## src/hw/rtl/linear_recurrence_term_mod_defines.svh

```systemverilog
// ---------------------------------------------------------------------------
// linear_recurrence_term_mod assertion macros
// Shared concurrent-assertion shorthands, clocked on clk and disabled in reset.
// ---------------------------------------------------------------------------
`ifndef LINEAR_RECURRENCE_TERM_MOD_DEFINES_SVH
`define LINEAR_RECURRENCE_TERM_MOD_DEFINES_SVH

// Same-cycle implication.
`define LRT_ASSERT_IMP(lbl, ante, cons, msg) \
  lbl: assert property (@(posedge clk) disable iff (!rst_n) (ante) |-> (cons)) \
    else $error(msg);

// Next-cycle implication.
`define LRT_ASSERT_NXT(lbl, ante, cons, msg) \
  lbl: assert property (@(posedge clk) disable iff (!rst_n) (ante) |=> (cons)) \
    else $error(msg);

`endif

```

## src/hw/rtl/lrt_ram.sv

```systemverilog
// ---------------------------------------------------------------------------
// lrt_ram
// Simple dual-port RAM: one write port, one read port with registered data.
// ---------------------------------------------------------------------------
module lrt_ram #(
  parameter int DW = 31,
  parameter int AW = 6
) (
  input  logic          clk,
  input  logic          we,
  input  logic [AW-1:0] waddr,
  input  logic [DW-1:0] wdata,
  input  logic [AW-1:0] raddr,
  output logic [DW-1:0] rdata
);

  logic [DW-1:0] mem [2**AW];

  always_ff @(posedge clk) begin
    if (we) begin
      mem[waddr] <= wdata;
    end
    rdata <= mem[raddr];
  end

endmodule

```

## config.mk

```make
export PLATFORM = sky130hd
export DESIGN_NAME = lrt_ram
export DESIGN_NICKNAME = d
export VERILOG_FILES = /design/src/hw/rtl/linear_recurrence_term_mod_defines.svh /design/src/hw/rtl/lrt_ram.sv
export SDC_FILE = /design/constraint.sdc
export NUM_CORES = 2
export LEC_CHECK = 0
export BUFFER_PORTS_ARGS = -buffer_cell sky130_fd_sc_hd__buf_2
export CAP_MARGIN = 40
export CELL_PAD_IN_SITES_DETAIL_PLACEMENT = 0
export CELL_PAD_IN_SITES_GLOBAL_PLACEMENT = 2
export CORE_MARGIN = 4
export CORE_UTILIZATION = 50
export DETAILED_ROUTE_END_ITERATION = 7
export PLACE_DENSITY_LB_ADDON = 0.1
export SLEW_MARGIN = 10
export SYNTH_ARGS = -nofsm -noshare
export SYNTH_HDL_FRONTEND = slang
export SYNTH_SLANG_ARGS = --single-unit
export TNS_END_PERCENT = 50
```

## constraint.sdc

```tcl
create_clock -name clk -period 4.1 [get_ports clk]
set_input_delay 0.205 -clock clk [delete_from_list [all_inputs] [get_ports clk]]
set_output_delay 0.205 -clock clk [all_outputs]
set_load 0.005 [all_outputs]
```

==> impl_metrics.prom <==
# TYPE chip_impl_metric gauge
chip_impl_info{name="status",value="finished clean"} 1
chip_impl_metric{name="htree_num_levels",unit=""} 4
chip_impl_info{name="critical_path.most_common_cell",value="sky130_fd_sc_hd__buf_4"} 1
chip_impl_metric{name="cts-buffers-inserted",unit=""} 199
chip_impl_metric{name="clk_sink_count",unit=""} 2015
chip_impl_info{name="holdCritPathClass",value="primary input to flip-flop"} 1
chip_impl_metric{name="boundary_pins",unit=""} 76
chip_impl_metric{name="worstPathBufferInverterCount",unit=""} 3
chip_impl_metric{name="area_share_of_fa_ha_maj_cells_after_synthesis",unit="%"} 0
chip_impl_metric{name="synth_cell_types",unit=""} 33
chip_impl_metric{name="number_of_global_route_vias_before_repair",unit=""} 37500
chip_impl_metric{name="post_route_setup_tns",unit="ps"} 0
chip_impl_info{name="tritoncts_clock_tree",value="yes"} 1
chip_impl_metric{name="reg2reg_slack",unit="ps"} 1880
chip_impl_metric{name="synth_top_area_share",unit="%"} 78.1
chip_impl_metric{name="drtIter0Drc",unit=""} 3711
chip_impl_info{name="worst_r2r_startpoint",value="mem[54][6]"} 1
chip_impl_metric{name="routabilityCongestion",unit=""} 0.822
chip_impl_metric{name="yosys_register_bits",unit=""} 2015
chip_impl_metric{name="dieWidth",unit="um"} 399
chip_impl_metric{name="wirelength",unit="mm"} 204
chip_impl_metric{name="via_per_inst",unit=""} 6.18
chip_impl_metric{name="clk_pin_slew",unit="ps"} 60
chip_impl_metric{name="post_detailed_placement_half_perimeter_wirelength",unit="mm"} 122
chip_impl_metric{name="crit_fanout",unit=""} 49
chip_impl_metric{name="drt_pass1_iterations",unit=""} 6
chip_impl_info{name="critical_path.endpoint_type",value="flip-flop"} 1
chip_impl_info{name="final_common_cell",value="sky130_fd_sc_hd__edfxtp_1"} 1
chip_impl_metric{name="floorplan.die.height",unit="um"} 399
chip_impl_metric{name="final_antenna_net_count",unit=""} 0
chip_impl_metric{name="slew-limit-headroom",unit="%"} 38.6
chip_impl_metric{name="final_cell_utilization_of_the_core",unit="%"} 58.0
chip_impl_info{name="yosys.area.top_type",value="sky130_fd_sc_hd__edfxtp_1"} 1
chip_impl_info{name="synth_top_cells_by_area",value="sky130_fd_sc_hd__edfxtp_1 78%, sky130_fd_sc_hd__mux4_2 12%, sky130_fd_sc_hd__mux2i_1 3.9%"} 1
chip_impl_metric{name="synth_nets",unit=""} 3463
chip_impl_metric{name="number_of_enable_flip_flop_cells_after_synthesis",unit=""} 1984
chip_impl_info{name="highest_count_cells_in_the_layout_ignoring_fill_and_taps",value="1984 x sky130_fd_sc_hd__edfxtp_1, 403 x sky130_fd_sc_hd__mux4_2, 295 x sky130_fd_sc_hd__mux2i_1"} 1
chip_impl_info{name="clockRootBuffer",value="sky130_fd_sc_hd__clkbuf_16"} 1
chip_impl_metric{name="timing.final.max_slew_violations",unit=""} 0
chip_impl_metric{name="post_drt_wl_per_cell",unit="um"} 34.3
chip_impl_metric{name="async_reset_ff_share",unit="%"} 0
chip_impl_metric{name="netlist_instances",unit=""} 3418
chip_impl_metric{name="global_route.usage.total",unit="%"} 26.1
chip_impl_info{name="synth_top_family_by_area",value="multiplexers"} 1
chip_impl_metric{name="synth_compound_gate_area_share",unit="%"} 3.06
chip_impl_metric{name="reg2reg_depth",unit=""} 5
chip_impl_info{name="rsz_0062_raised_after_global_routing",value="false"} 1
chip_impl_metric{name="grt_overflow_total",unit=""} 0
chip_impl_metric{name="die-area",unit="sq mm"} 0.159
chip_impl_metric{name="tcrit_tclk_final",unit="%"} 58.2
chip_impl_metric{name="timing.critical_path.slowest_cell_delay",unit="ps"} 670
chip_impl_metric{name="path_depth",unit=""} 8
chip_impl_metric{name="setup-violations-final",unit=""} 0
chip_impl_metric{name="cts.path.max_buffers",unit=""} 3
chip_impl_info{name="timing.critical_path.from",value="raddr[2]"} 1
chip_impl_metric{name="cts_resized",unit=""} 0
chip_impl_metric{name="floorplan.rows",unit=""} 143
chip_impl_info{name="crit_start_category",value="primary input"} 1
chip_impl_metric{name="route.detailed.drc",unit=""} 0
chip_impl_metric{name="cap_violations",unit=""} 0
chip_impl_metric{name="global_route.usage.met2",unit="%"} 41.9
chip_impl_metric{name="report.final.hold_viol_count",unit=""} 0
chip_impl_metric{name="antenna_found_initial",unit=""} 32
chip_impl_metric{name="synth_area_in_xor_xnor",unit="%"} 0
chip_impl_metric{name="worst_ir_drop_vdd",unit="V"} 0.000366
chip_impl_metric{name="worst_clock_skew",unit="ps"} 22.0
chip_impl_metric{name="detailroute.via_count",unit=""} 36800
chip_impl_metric{name="avgSynthCellArea",unit="sq um"} 22.3
chip_impl_metric{name="static-leakage-power",unit="nW"} 28.3
chip_impl_metric{name="power_per_cell_area",unit="mW/mm^2"} 492
chip_impl_metric{name="design.final.nets",unit=""} 3793
chip_impl_metric{name="ys.warnings.count",unit=""} 0
chip_impl_metric{name="placeableCoreArea",unit="sq mm"} 0.152
chip_impl_metric{name="synthToLayoutAreaGrowth",unit="%"} 15.3
chip_impl_info{name="critical-path-slowest-cell",value="sky130_fd_sc_hd__and2_2"} 1
chip_impl_info{name="reg2reg_to",value="rdata[6]"} 1
chip_impl_metric{name="finalWorstPathRequiredPeriod",unit="ps"} 2380
chip_impl_metric{name="fmax",unit="GHz"} 0.419
chip_impl_metric{name="grt_use_met1",unit="%"} 35.8
chip_impl_metric{name="tightest_slew",unit="ps"} 911
chip_impl_metric{name="ratio_of_cells_with_drive_above_1_in_the_final_layout",unit="%"} 27.2
chip_impl_metric{name="placement.io_buffers",unit=""} 75
chip_impl_metric{name="grt_max_degree",unit=""} 101
chip_impl_info{name="critical_path.cell_chain",value="buf_8 -> and2_2 -> buf_4 -> buf_4 -> a22oi_1 -> a31oi_1 -> o21ai_0 -> and3_1"} 1
chip_impl_metric{name="post_synthesis_instance_area",unit="sq mm"} 0.0763
chip_impl_metric{name="start_util",unit="%"} 50.3
chip_impl_metric{name="yosys.area_share.simple",unit="%"} 0.953
chip_impl_metric{name="timing.critical_path.required",unit="ps"} 4790
chip_impl_metric{name="grtUsageMet3",unit="%"} 5.85
chip_impl_metric{name="grt_pass1_wl",unit="mm"} 287
chip_impl_metric{name="sequential_cell_area_fraction_in_the_yosys_report",unit="%"} 78.9
chip_impl_metric{name="critPathArrivalTime",unit="ps"} 3080
chip_impl_info{name="critPathKind",value="primary input to flip-flop"} 1
chip_impl_info{name="grt.busiest_layer",value="met2"} 1
chip_impl_info{name="worstSetupEndpoint",value="rdata[5]"} 1
chip_impl_info{name="postSynth.topFlopCell",value="sky130_fd_sc_hd__edfxtp_1"} 1
chip_impl_metric{name="clk_lat_worst_skew",unit="ps"} 810
chip_impl_metric{name="muxShareOfSynthArea",unit="%"} 15.9
chip_impl_info{name="critical-path-top-delay-family",value="compound AO/OA/AOI/OAI gates"} 1
chip_impl_metric{name="filler_cell_count",unit=""} 11000
-- how the worst min path moves through the flow --
stage,from,endpoint,slack (ps),cells past startpoint
detailed placement,wdata[11],mem[39][11],550,1
finish,wdata[25],mem[49][25],40,2
CTS,wdata[3],mem[33][3],20,1
global placement,wdata[30],mem[50][30],580,1
floorplan,wdata[0],mem[0][0],300,0
global route,wdata[3],mem[37][3],40,1
-- sequential cells by signal, summed over array words and instances, names as in the netlist --
| register | flops |
|---|---|
| mem | 1984 |
| rdata | 31 |
-- cells by family (layout without fill, tap and decap cells) --
kind of cell	Yosys count	after routing
mux	705	705
buf+inv	195	695
simple gates	151	151
compound gates	352	352
other cells	0	8
flops	2015	2015
-- power by group --
| group | total, mW | switching [mW] | internal, mW |
|---|---|---|---|
| Combinational | 2.26 | 1.44 | 0.818 |
| Sequential | 22.9 | 0.0913 | 22.8 |
| Clock | 18.1 | 7.49 | 10.6 |
-- synth_stat cells, drive strengths merged, types with 2 or more instances --
library cell / number
a31oi: 52
clkbuf: 79
buf: 116
nand3b: 5
a22oi: 104
nor3: 7
nor2: 77
nand2b: 5
mux2i: 295
a211oi: 3
mux2: 7
a311oi: 2
a21o: 26
and3: 26
edfxtp: 1984
mux4: 403
o22ai: 85
o21ai: 52
or3b: 3
nand3: 6
dfxtp: 31
nand4: 2
o31ai: 26
a21oi: 2
nand2: 10
nor2b: 6
-- final cells by class --
| type | count | area (sq um) | area share, % |
|---|---|---|---|
| multi-input cells | 1208 | 15700 | 17.9 |
| clock inverters | 106 | 1100 | 1.26 |
| clock buffers | 265 | 5390 | 6.13 |
| repair buffers | 324 | 2990 | 3.39 |
| diodes | 8 | 20.0 | 0.0228 |
| flip-flops and latches | 2015 | 60200 | 68.4 |
| well taps | 2030 | 2540 | 2.89 |
-- metrics by stage --
step / setup WS, ps / instances / area [sq um] / power, mW / hold WS [ps]
global placement: 496 / 5527 / 80700 / 25.5 / 582
global route: 1640 / 5950 / 88000 / 44.7 / 39.3
CTS: 1740 / 5943 / 87900 / 43.7 / 15.9
finish: 1720 / 5956 / 88000 / 43.3 / 41.3
detailed placement: 915 / 5550 / 81200 / 25.6 / 554
floorplan: 806 / 3418 / 76300 / 24.4 / 304
-- per-layer routing --
layer  up-vias  part of all wire [%]
met3       320                   7.9
met4         8                   3.6
met2      1448                    49
li1      15200                     -
met1     19800                    40
met5         -                 0.019
-- worst register-to-register path: stages (launching register included) --
cell,delay [ps]
sky130_fd_sc_hd__edfxtp_1,370
sky130_fd_sc_hd__mux4_2,490
sky130_fd_sc_hd__o22ai_1,620
sky130_fd_sc_hd__o31ai_1,210
sky130_fd_sc_hd__buf_4,220
sky130_fd_sc_hd__and3_1,190
-- what timing repair did --
item	CTS	global route
endpoints found under the hold margin	458	40
buffers inserted	0	0
hold buffers	22	2
Note: power is estimated with default switching activity, not from simulation.
