**config.mk**
```make
export PLATFORM = sky130hd
export DESIGN_NAME = lrt_mulmod
export DESIGN_NICKNAME = d
export VERILOG_FILES = /design/src/hw/rtl/linear_recurrence_term_mod_defines.svh /design/src/hw/rtl/lrt_mulmod.sv
export SDC_FILE = /design/constraint.sdc
export NUM_CORES = 1
export LEC_CHECK = 0
export BUFFER_PORTS_ARGS = -buffer_cell sky130_fd_sc_hd__buf_4
export CORE_AREA = 4 4 184 186
export DETAILED_ROUTE_END_ITERATION = 10
export DIE_AREA = 0 0 188 190
export MAX_ROUTING_LAYER = met4
export PLACE_DENSITY_LB_ADDON = 0.1
export SYNTH_ARGS = -nofsm -noshare
export SYNTH_HDL_FRONTEND = slang
export SYNTH_SLANG_ARGS = --single-unit
export TNS_END_PERCENT = 20
```
**constraint.sdc**
```tcl
create_clock -name clk -period 5 [get_ports clk]
set_input_delay 1.25 -clock clk [delete_from_list [all_inputs] [get_ports clk]]
set_output_delay 1.25 -clock clk [all_outputs]
set_load 0.02 [all_outputs]
```
**src/hw/rtl/linear_recurrence_term_mod_defines.svh**
```systemverilog
// ---------------------------------------------------------------------------
// linear_recurrence_term_mod assertion macros
// Shared concurrent-assertion shorthands, clocked on clk and disabled in reset.
// ---------------------------------------------------------------------------
`ifndef LINEAR_RECURRENCE_TERM_MOD_DEFINES_SVH
`define LINEAR_RECURRENCE_TERM_MOD_DEFINES_SVH

// Same-cycle implication.
`define LRT_ASSERT_IMP(lbl, ante, cons, msg) \
  lbl: assert property (@(posedge clk) disable iff (!rst_n) (ante) |-> (cons)) \
    else $error(msg);

// Next-cycle implication.
`define LRT_ASSERT_NXT(lbl, ante, cons, msg) \
  lbl: assert property (@(posedge clk) disable iff (!rst_n) (ante) |=> (cons)) \
    else $error(msg);

`endif

```
**src/hw/rtl/lrt_mulmod.sv**
```systemverilog
// ---------------------------------------------------------------------------
// lrt_mulmod
// Bit-serial modular multiplier: one bit of b per cycle, MSB first.
// ---------------------------------------------------------------------------
module lrt_mulmod #(
  parameter int VB = 31
) (
  input  logic          clk,
  input  logic          rst_n,
  input  logic          start,
  input  logic [VB-1:0] a,      // must be below m
  input  logic [VB-1:0] b,
  input  logic [VB-1:0] m,
  output logic          done,
  output logic [VB-1:0] res
);

  localparam int CW = $clog2(VB + 1);

  logic          busy_r, busy_nxt;
  logic          done_r, done_nxt;
  logic [CW-1:0] cnt_r, cnt_nxt;
  logic [VB-1:0] r_r, r_nxt;
  logic [VB-1:0] a_r, a_nxt;
  logic [VB-1:0] b_r, b_nxt;
  logic [VB+1:0] sum, m1, m2, step;

  // r = 2r + bit*a, below 3m; pick one of three candidates
  always_comb begin
    sum  = {1'b0, r_r, 1'b0} + (b_r[VB-1] ? {2'b00, a_r} : '0);
    m1   = {2'b00, m};
    m2   = {1'b0, m, 1'b0};
    if (sum >= m2) begin
      step = sum - m2;
    end else if (sum >= m1) begin
      step = sum - m1;
    end else begin
      step = sum;
    end
  end

  always_comb begin
    busy_nxt = busy_r;
    done_nxt = 1'b0;
    cnt_nxt  = cnt_r;
    r_nxt    = r_r;
    a_nxt    = a_r;
    b_nxt    = b_r;
    if (start) begin
      busy_nxt = 1'b1;
      cnt_nxt  = CW'(VB);
      r_nxt    = '0;
      a_nxt    = a;
      b_nxt    = b;
    end else if (busy_r) begin
      r_nxt   = step[VB-1:0];
      b_nxt   = {b_r[VB-2:0], 1'b0};
      cnt_nxt = cnt_r - 1'b1;
      if (cnt_r == CW'(1)) begin
        busy_nxt = 1'b0;
        done_nxt = 1'b1;
      end
    end
  end

  always_ff @(posedge clk) begin
    if (!rst_n) begin
      busy_r <= 1'b0;
      done_r <= 1'b0;
      cnt_r  <= '0;
    end else begin
      busy_r <= busy_nxt;
      done_r <= done_nxt;
      cnt_r  <= cnt_nxt;
    end
    r_r <= r_nxt;
    a_r <= a_nxt;
    b_r <= b_nxt;
  end

  assign done = done_r;
  assign res  = r_r;

endmodule

```
==> results list <==
* Relative contribution of the clock network to total power: 9.5%
- The synthesized netlist occupies a cell area of a little over 0.009 sq mm.
* Switching share of total power: 45.3%
* Net Count, Synth: 1257
- The HPWL after detailed placement is around 27 mm.
- The worst hold path belongs to the class register to register.
* Drt drc: 0
- Final-layout fill cell count: about 3.3k
- The floorplan has 66 rows.
* Async set or reset register ratio after synthesis: 0%
- Highest fanout seen on the critical path: 8
- Area of the core: 0.0323 sq mm
- Max cap viols: 0
* Initial Util: 28.6%
- The analysis attributes to net switching a power of 3.87 mW.
- The first global-routing pass estimated 52.2 mm of wire.
* Number of DRC markers after the initial detailed-route iteration: 525
- For the pin with the worst max-slew slack, the measured transition is between 0.7 and 0.8 ns.
- Subtracting the final worst setup slack from the clock period gives 5.42 ns.
- No sink is reached through more buffers than the 2 on the longest clock path.
- By startpoint and endpoint, the worst setup path is classified as register to register.
* Count of synthesis-stage warnings from yosys: 0
- The number of max-slew violations in the final report was 0.
- The floorplan step defined a die boundary enclosing 0.0357 sq mm.
- After detailed routing, no signal wire sits above met4.
- The worst setup path is captured at a register.
* Chip Height: 190 um
* Comb power frac: between 70 and 80%
- WL met2: 14.5 mm
- The detail route stage leaves a number of antenna-violating nets equal to 0.
- TritonCTS built the clock tree.
* Synth Register Bits: 100
- Including well taps, the total number of placed cells is 1853.
* Dominant cell by count in the synthesized netlist: sky130_fd_sc_hd__a21oi_1
- From synthesis to final layout, the design area changed by 46.6%.
- Entering global routing, the biggest net connects 64 pins.
- In this run the biggest area consumer among cell types represents 20.2% of the synthesized area.
- For this run, the leading register cell type out of synthesis is sky130_fd_sc_hd__edfxtp_1.
- Share of the clock period used by the worst path after layout: 108%
* Share of layout cells above drive strength 1: 37.6%
* IO buf count: 127
- Number of vias after detailed routing: about 9.3k
- Net count reported at finish: 1640
- At the later pin of the worst-skew pair, clock insertion delay measures around 0.37 ns.
- Number of vias per cell: between 4 and 5
- Register share of total power: 13.2%
* Count of distinct cell types in the synthesized netlist: 77
- Setup violations remaining at the end of the flow were counted as 31.
- Arrival time of the worst setup path: 5.71 ns
- Wire segments on met3 add up to 1.64 mm in the final route.
* Count of final hold-check violations: 0
- Number of buffers added by the clock tree synthesis step: 9
* Maximum clock rate: 0.184 GHz
* Maximum level of the CTS H-tree: 3
- Total chip power: 8.53 mW
- After detailed placement, the total cell area comes to 0.0126 sq mm.
- Routed WL: 34.0 mm
* Worst slack, placed: -0.596 ns
- Summed over all instances, the cell type with the most area after synthesis is sky130_fd_sc_hd__edfxtp_1.
* All-Layer GR Usage: 19.2%
- Run status: finished with violations
* Total power density per cell area: 631 mW/mm^2
- Worst Setup Start Kind: register
- Worst Reg2Reg Path Length in Cells: 24
- 128 I/O pins were placed.
- First-pass iteration count of the detailed router: 5
- The tree is rooted in a sky130_fd_sc_hd__clkbuf_16.
- Final Instance Count excl. Fillers: 1895
- Design internal power: ~4.7 mW
- Worst voltage drop across the vdd grid: 0.208 mV
- Setup repair after global routing could not meet its margin everywhere.
* Headroom to the max-slew limit: 46.9%
- Met1 WL: 16.7 mm
- After detailed routing, the average wire length per cell comes to 18.0 um.
- Final total negative setup slack: -10.43 ns
* Data required time at the worst endpoint: 5.29 ns
- RePlAce Congestion: 0.924
- For this run, the register share of the synthesized area comes to between 20% and 30%.
- The initial antenna violation count came to 1.
- Residual overflow from global routing: 0
- Clock-pin slew was measured on the worst setup and hold paths at ~0.080 ns.
- By area the synthesized netlist is led by sky130_fd_sc_hd__edfxtp_1, sky130_fd_sc_hd__ha_1, sky130_fd_sc_hd__dfxtp_1.
- Vias in the first global route: 9280
* Cell count of the worst hold path: 2
- A synthesized cell averages 8.66 sq um.
* Die span in x: 188 um
- Clock tree skew after final layout: around 0.012 ns
- Sorting the synthesized cells by how often they occur yields sky130_fd_sc_hd__a21oi_1, sky130_fd_sc_hd__ha_1, sky130_fd_sc_hd__nand2_1, sky130_fd_sc_hd__nor2_1, sky130_fd_sc_hd__edfxtp_1.
* Summed area of non-filler cells in the final layout: between 0.01 and 0.015 sq mm
* Number of synthesized flops with an enable pin: 62
* Worst Slack Setup Final: -0.420 ns
* Sink count of the clock tree: 100
* Violated checks: setup timing
- Leakage Power: between 6 and 7 nW
* Count of mapped cells out of synthesis: approximately 1.1k
-- cell families (layout without fill, tap and decap cells) --
logic type	after synthesis	in the layout	share of synthesized area (%)
mux	58	58	6.89
fa+ha+maj	97	97	13.4
xor+xnor	77	77	7.32
simple gates	303	305	16.5
compound gates	330	330	23.1
other cells	0	1	0
buf+inv	99	485	4.37
flops	100	100	28.4
-- per-stage QoR --
| step | hold slack (ns) | util [%] |
|---|---|---|
| final | 0.531 | 41.9 |
| after global routing | 0.561 | 41.9 |
| after CTS | 0.534 | 41.4 |
| after detailed placement | 0.517 | 38.9 |
| after global placement | 0.512 | 38.9 |
| after floorplan | 0.518 | - |
-- registers in the layout (all words and copies together) (netlist names) --
name,cells
done,1
busy_r,1
a_r,31
b_r,31
cnt_r,5
res,31
-- metal layers --
layer	GRT usage (%)	vias to the layer above
met3	3.16	48
met1	26.4	4322
met2	28.8	229
li1	-	4707
met5	-	-
met4	6.55	0
-- layout by cell type, fill, tap and decap left out, types with 12 or more instances in the layout --
| cell type | instances |
|---|---|
| sky130_fd_sc_hd__a21o_1 | 40 |
| sky130_fd_sc_hd__a21oi_1 | 95 |
| sky130_fd_sc_hd__a21oi_2 | 16 |
| sky130_fd_sc_hd__and2_1 | 31 |
| sky130_fd_sc_hd__buf_4 | 397 |
| sky130_fd_sc_hd__dfxtp_1 | 38 |
| sky130_fd_sc_hd__edfxtp_1 | 62 |
| sky130_fd_sc_hd__ha_1 | 87 |
| sky130_fd_sc_hd__inv_1 | 58 |
| sky130_fd_sc_hd__mux2_2 | 38 |
| sky130_fd_sc_hd__mux2i_1 | 13 |
| sky130_fd_sc_hd__nand2_1 | 73 |
| sky130_fd_sc_hd__nand3_1 | 21 |
| sky130_fd_sc_hd__nand4_1 | 17 |
| sky130_fd_sc_hd__nor2_1 | 71 |
| sky130_fd_sc_hd__nor2b_1 | 13 |
| sky130_fd_sc_hd__nor3_1 | 23 |
| sky130_fd_sc_hd__o211ai_1 | 12 |
| sky130_fd_sc_hd__o21ai_0 | 38 |
| sky130_fd_sc_hd__o21ai_1 | 27 |
| sky130_fd_sc_hd__xnor2_1 | 44 |
| sky130_fd_sc_hd__xor2_1 | 29 |
-- worst paths after layout --
kind                              from                   end  slack, ns
setup / recovery     b_r[30]$_DFFE_PP_   res[0]$_SDFFE_PP0P_      -0.42
hold / removal    res[29]$_SDFFE_PP0P_  res[29]$_SDFFE_PP0P_       0.53
setup reg to reg     b_r[30]$_DFFE_PP_   res[0]$_SDFFE_PP0P_      -0.42
hold reg to reg   res[29]$_SDFFE_PP0P_  res[29]$_SDFFE_PP0P_       0.53
-- repair_timing --
item / 4_1_cts / 5_1_grt
hold buffers: 0 / 0
setup endpoints to repair: 31 / 31
gates cloned: 5 / 0
pin swaps: 35 / 27
buffers inserted: 16 / 5
resized for setup: 61 / 28
-- power by group through the flow --
stage | Clock, mW | Sequential (mW) | Combinational [mW]
after floorplan | 0 | 1.20 | 3.30
after global placement | 0 | 1.14 | 5.96
after detailed placement | 0 | 1.14 | 5.91
after CTS | 0.837 | 1.12 | 6.45
after global routing | 0.871 | 1.14 | 7.15
final | 0.809 | 1.13 | 6.59
-- area by class of cell --
cell class / count / area [sq um] / area share (%)
diodes: 1 / 2.50 / 0.0185
multi-input cells: 867 / 6610 / 48.9
well taps: 442 / 553 / 4.09
flip-flops and latches: 100 / 2620 / 19.4
clock inverters: 7 / 118 / 0.870
repair buffers: 410 / 3170 / 23.4
inverters: 59 / 221 / 1.64
clock buffers: 9 / 225 / 1.67
-- critical path: stages, from the launching register on --
cell and delay [ns]:
sky130_fd_sc_hd__edfxtp_1 0.42, sky130_fd_sc_hd__buf_6 0.16, sky130_fd_sc_hd__and2_4 0.14, sky130_fd_sc_hd__ha_4 0.16, sky130_fd_sc_hd__fa_2 0.33, sky130_fd_sc_hd__a21o_1 0.18
sky130_fd_sc_hd__o2111ai_2 0.08, sky130_fd_sc_hd__a21oi_2 0.10, sky130_fd_sc_hd__a2111o_1 0.49, sky130_fd_sc_hd__buf_6 0.17, sky130_fd_sc_hd__o211ai_1 0.27, sky130_fd_sc_hd__nand2_1 0.11
sky130_fd_sc_hd__a21oi_2 0.17, sky130_fd_sc_hd__xnor2_2 0.17, sky130_fd_sc_hd__ha_1 0.29, sky130_fd_sc_hd__a21oi_2 0.15, sky130_fd_sc_hd__o21bai_1 0.12, sky130_fd_sc_hd__a2111oi_2 0.30
sky130_fd_sc_hd__nand3_1 0.13, sky130_fd_sc_hd__a31oi_2 0.25, sky130_fd_sc_hd__nor2_2 0.09, sky130_fd_sc_hd__a311o_1 0.40, sky130_fd_sc_hd__nor2_1 0.17, sky130_fd_sc_hd__mux2_4 0.32
sky130_fd_sc_hd__a211oi_2 0.16
Power figures use the tool's default switching activity.
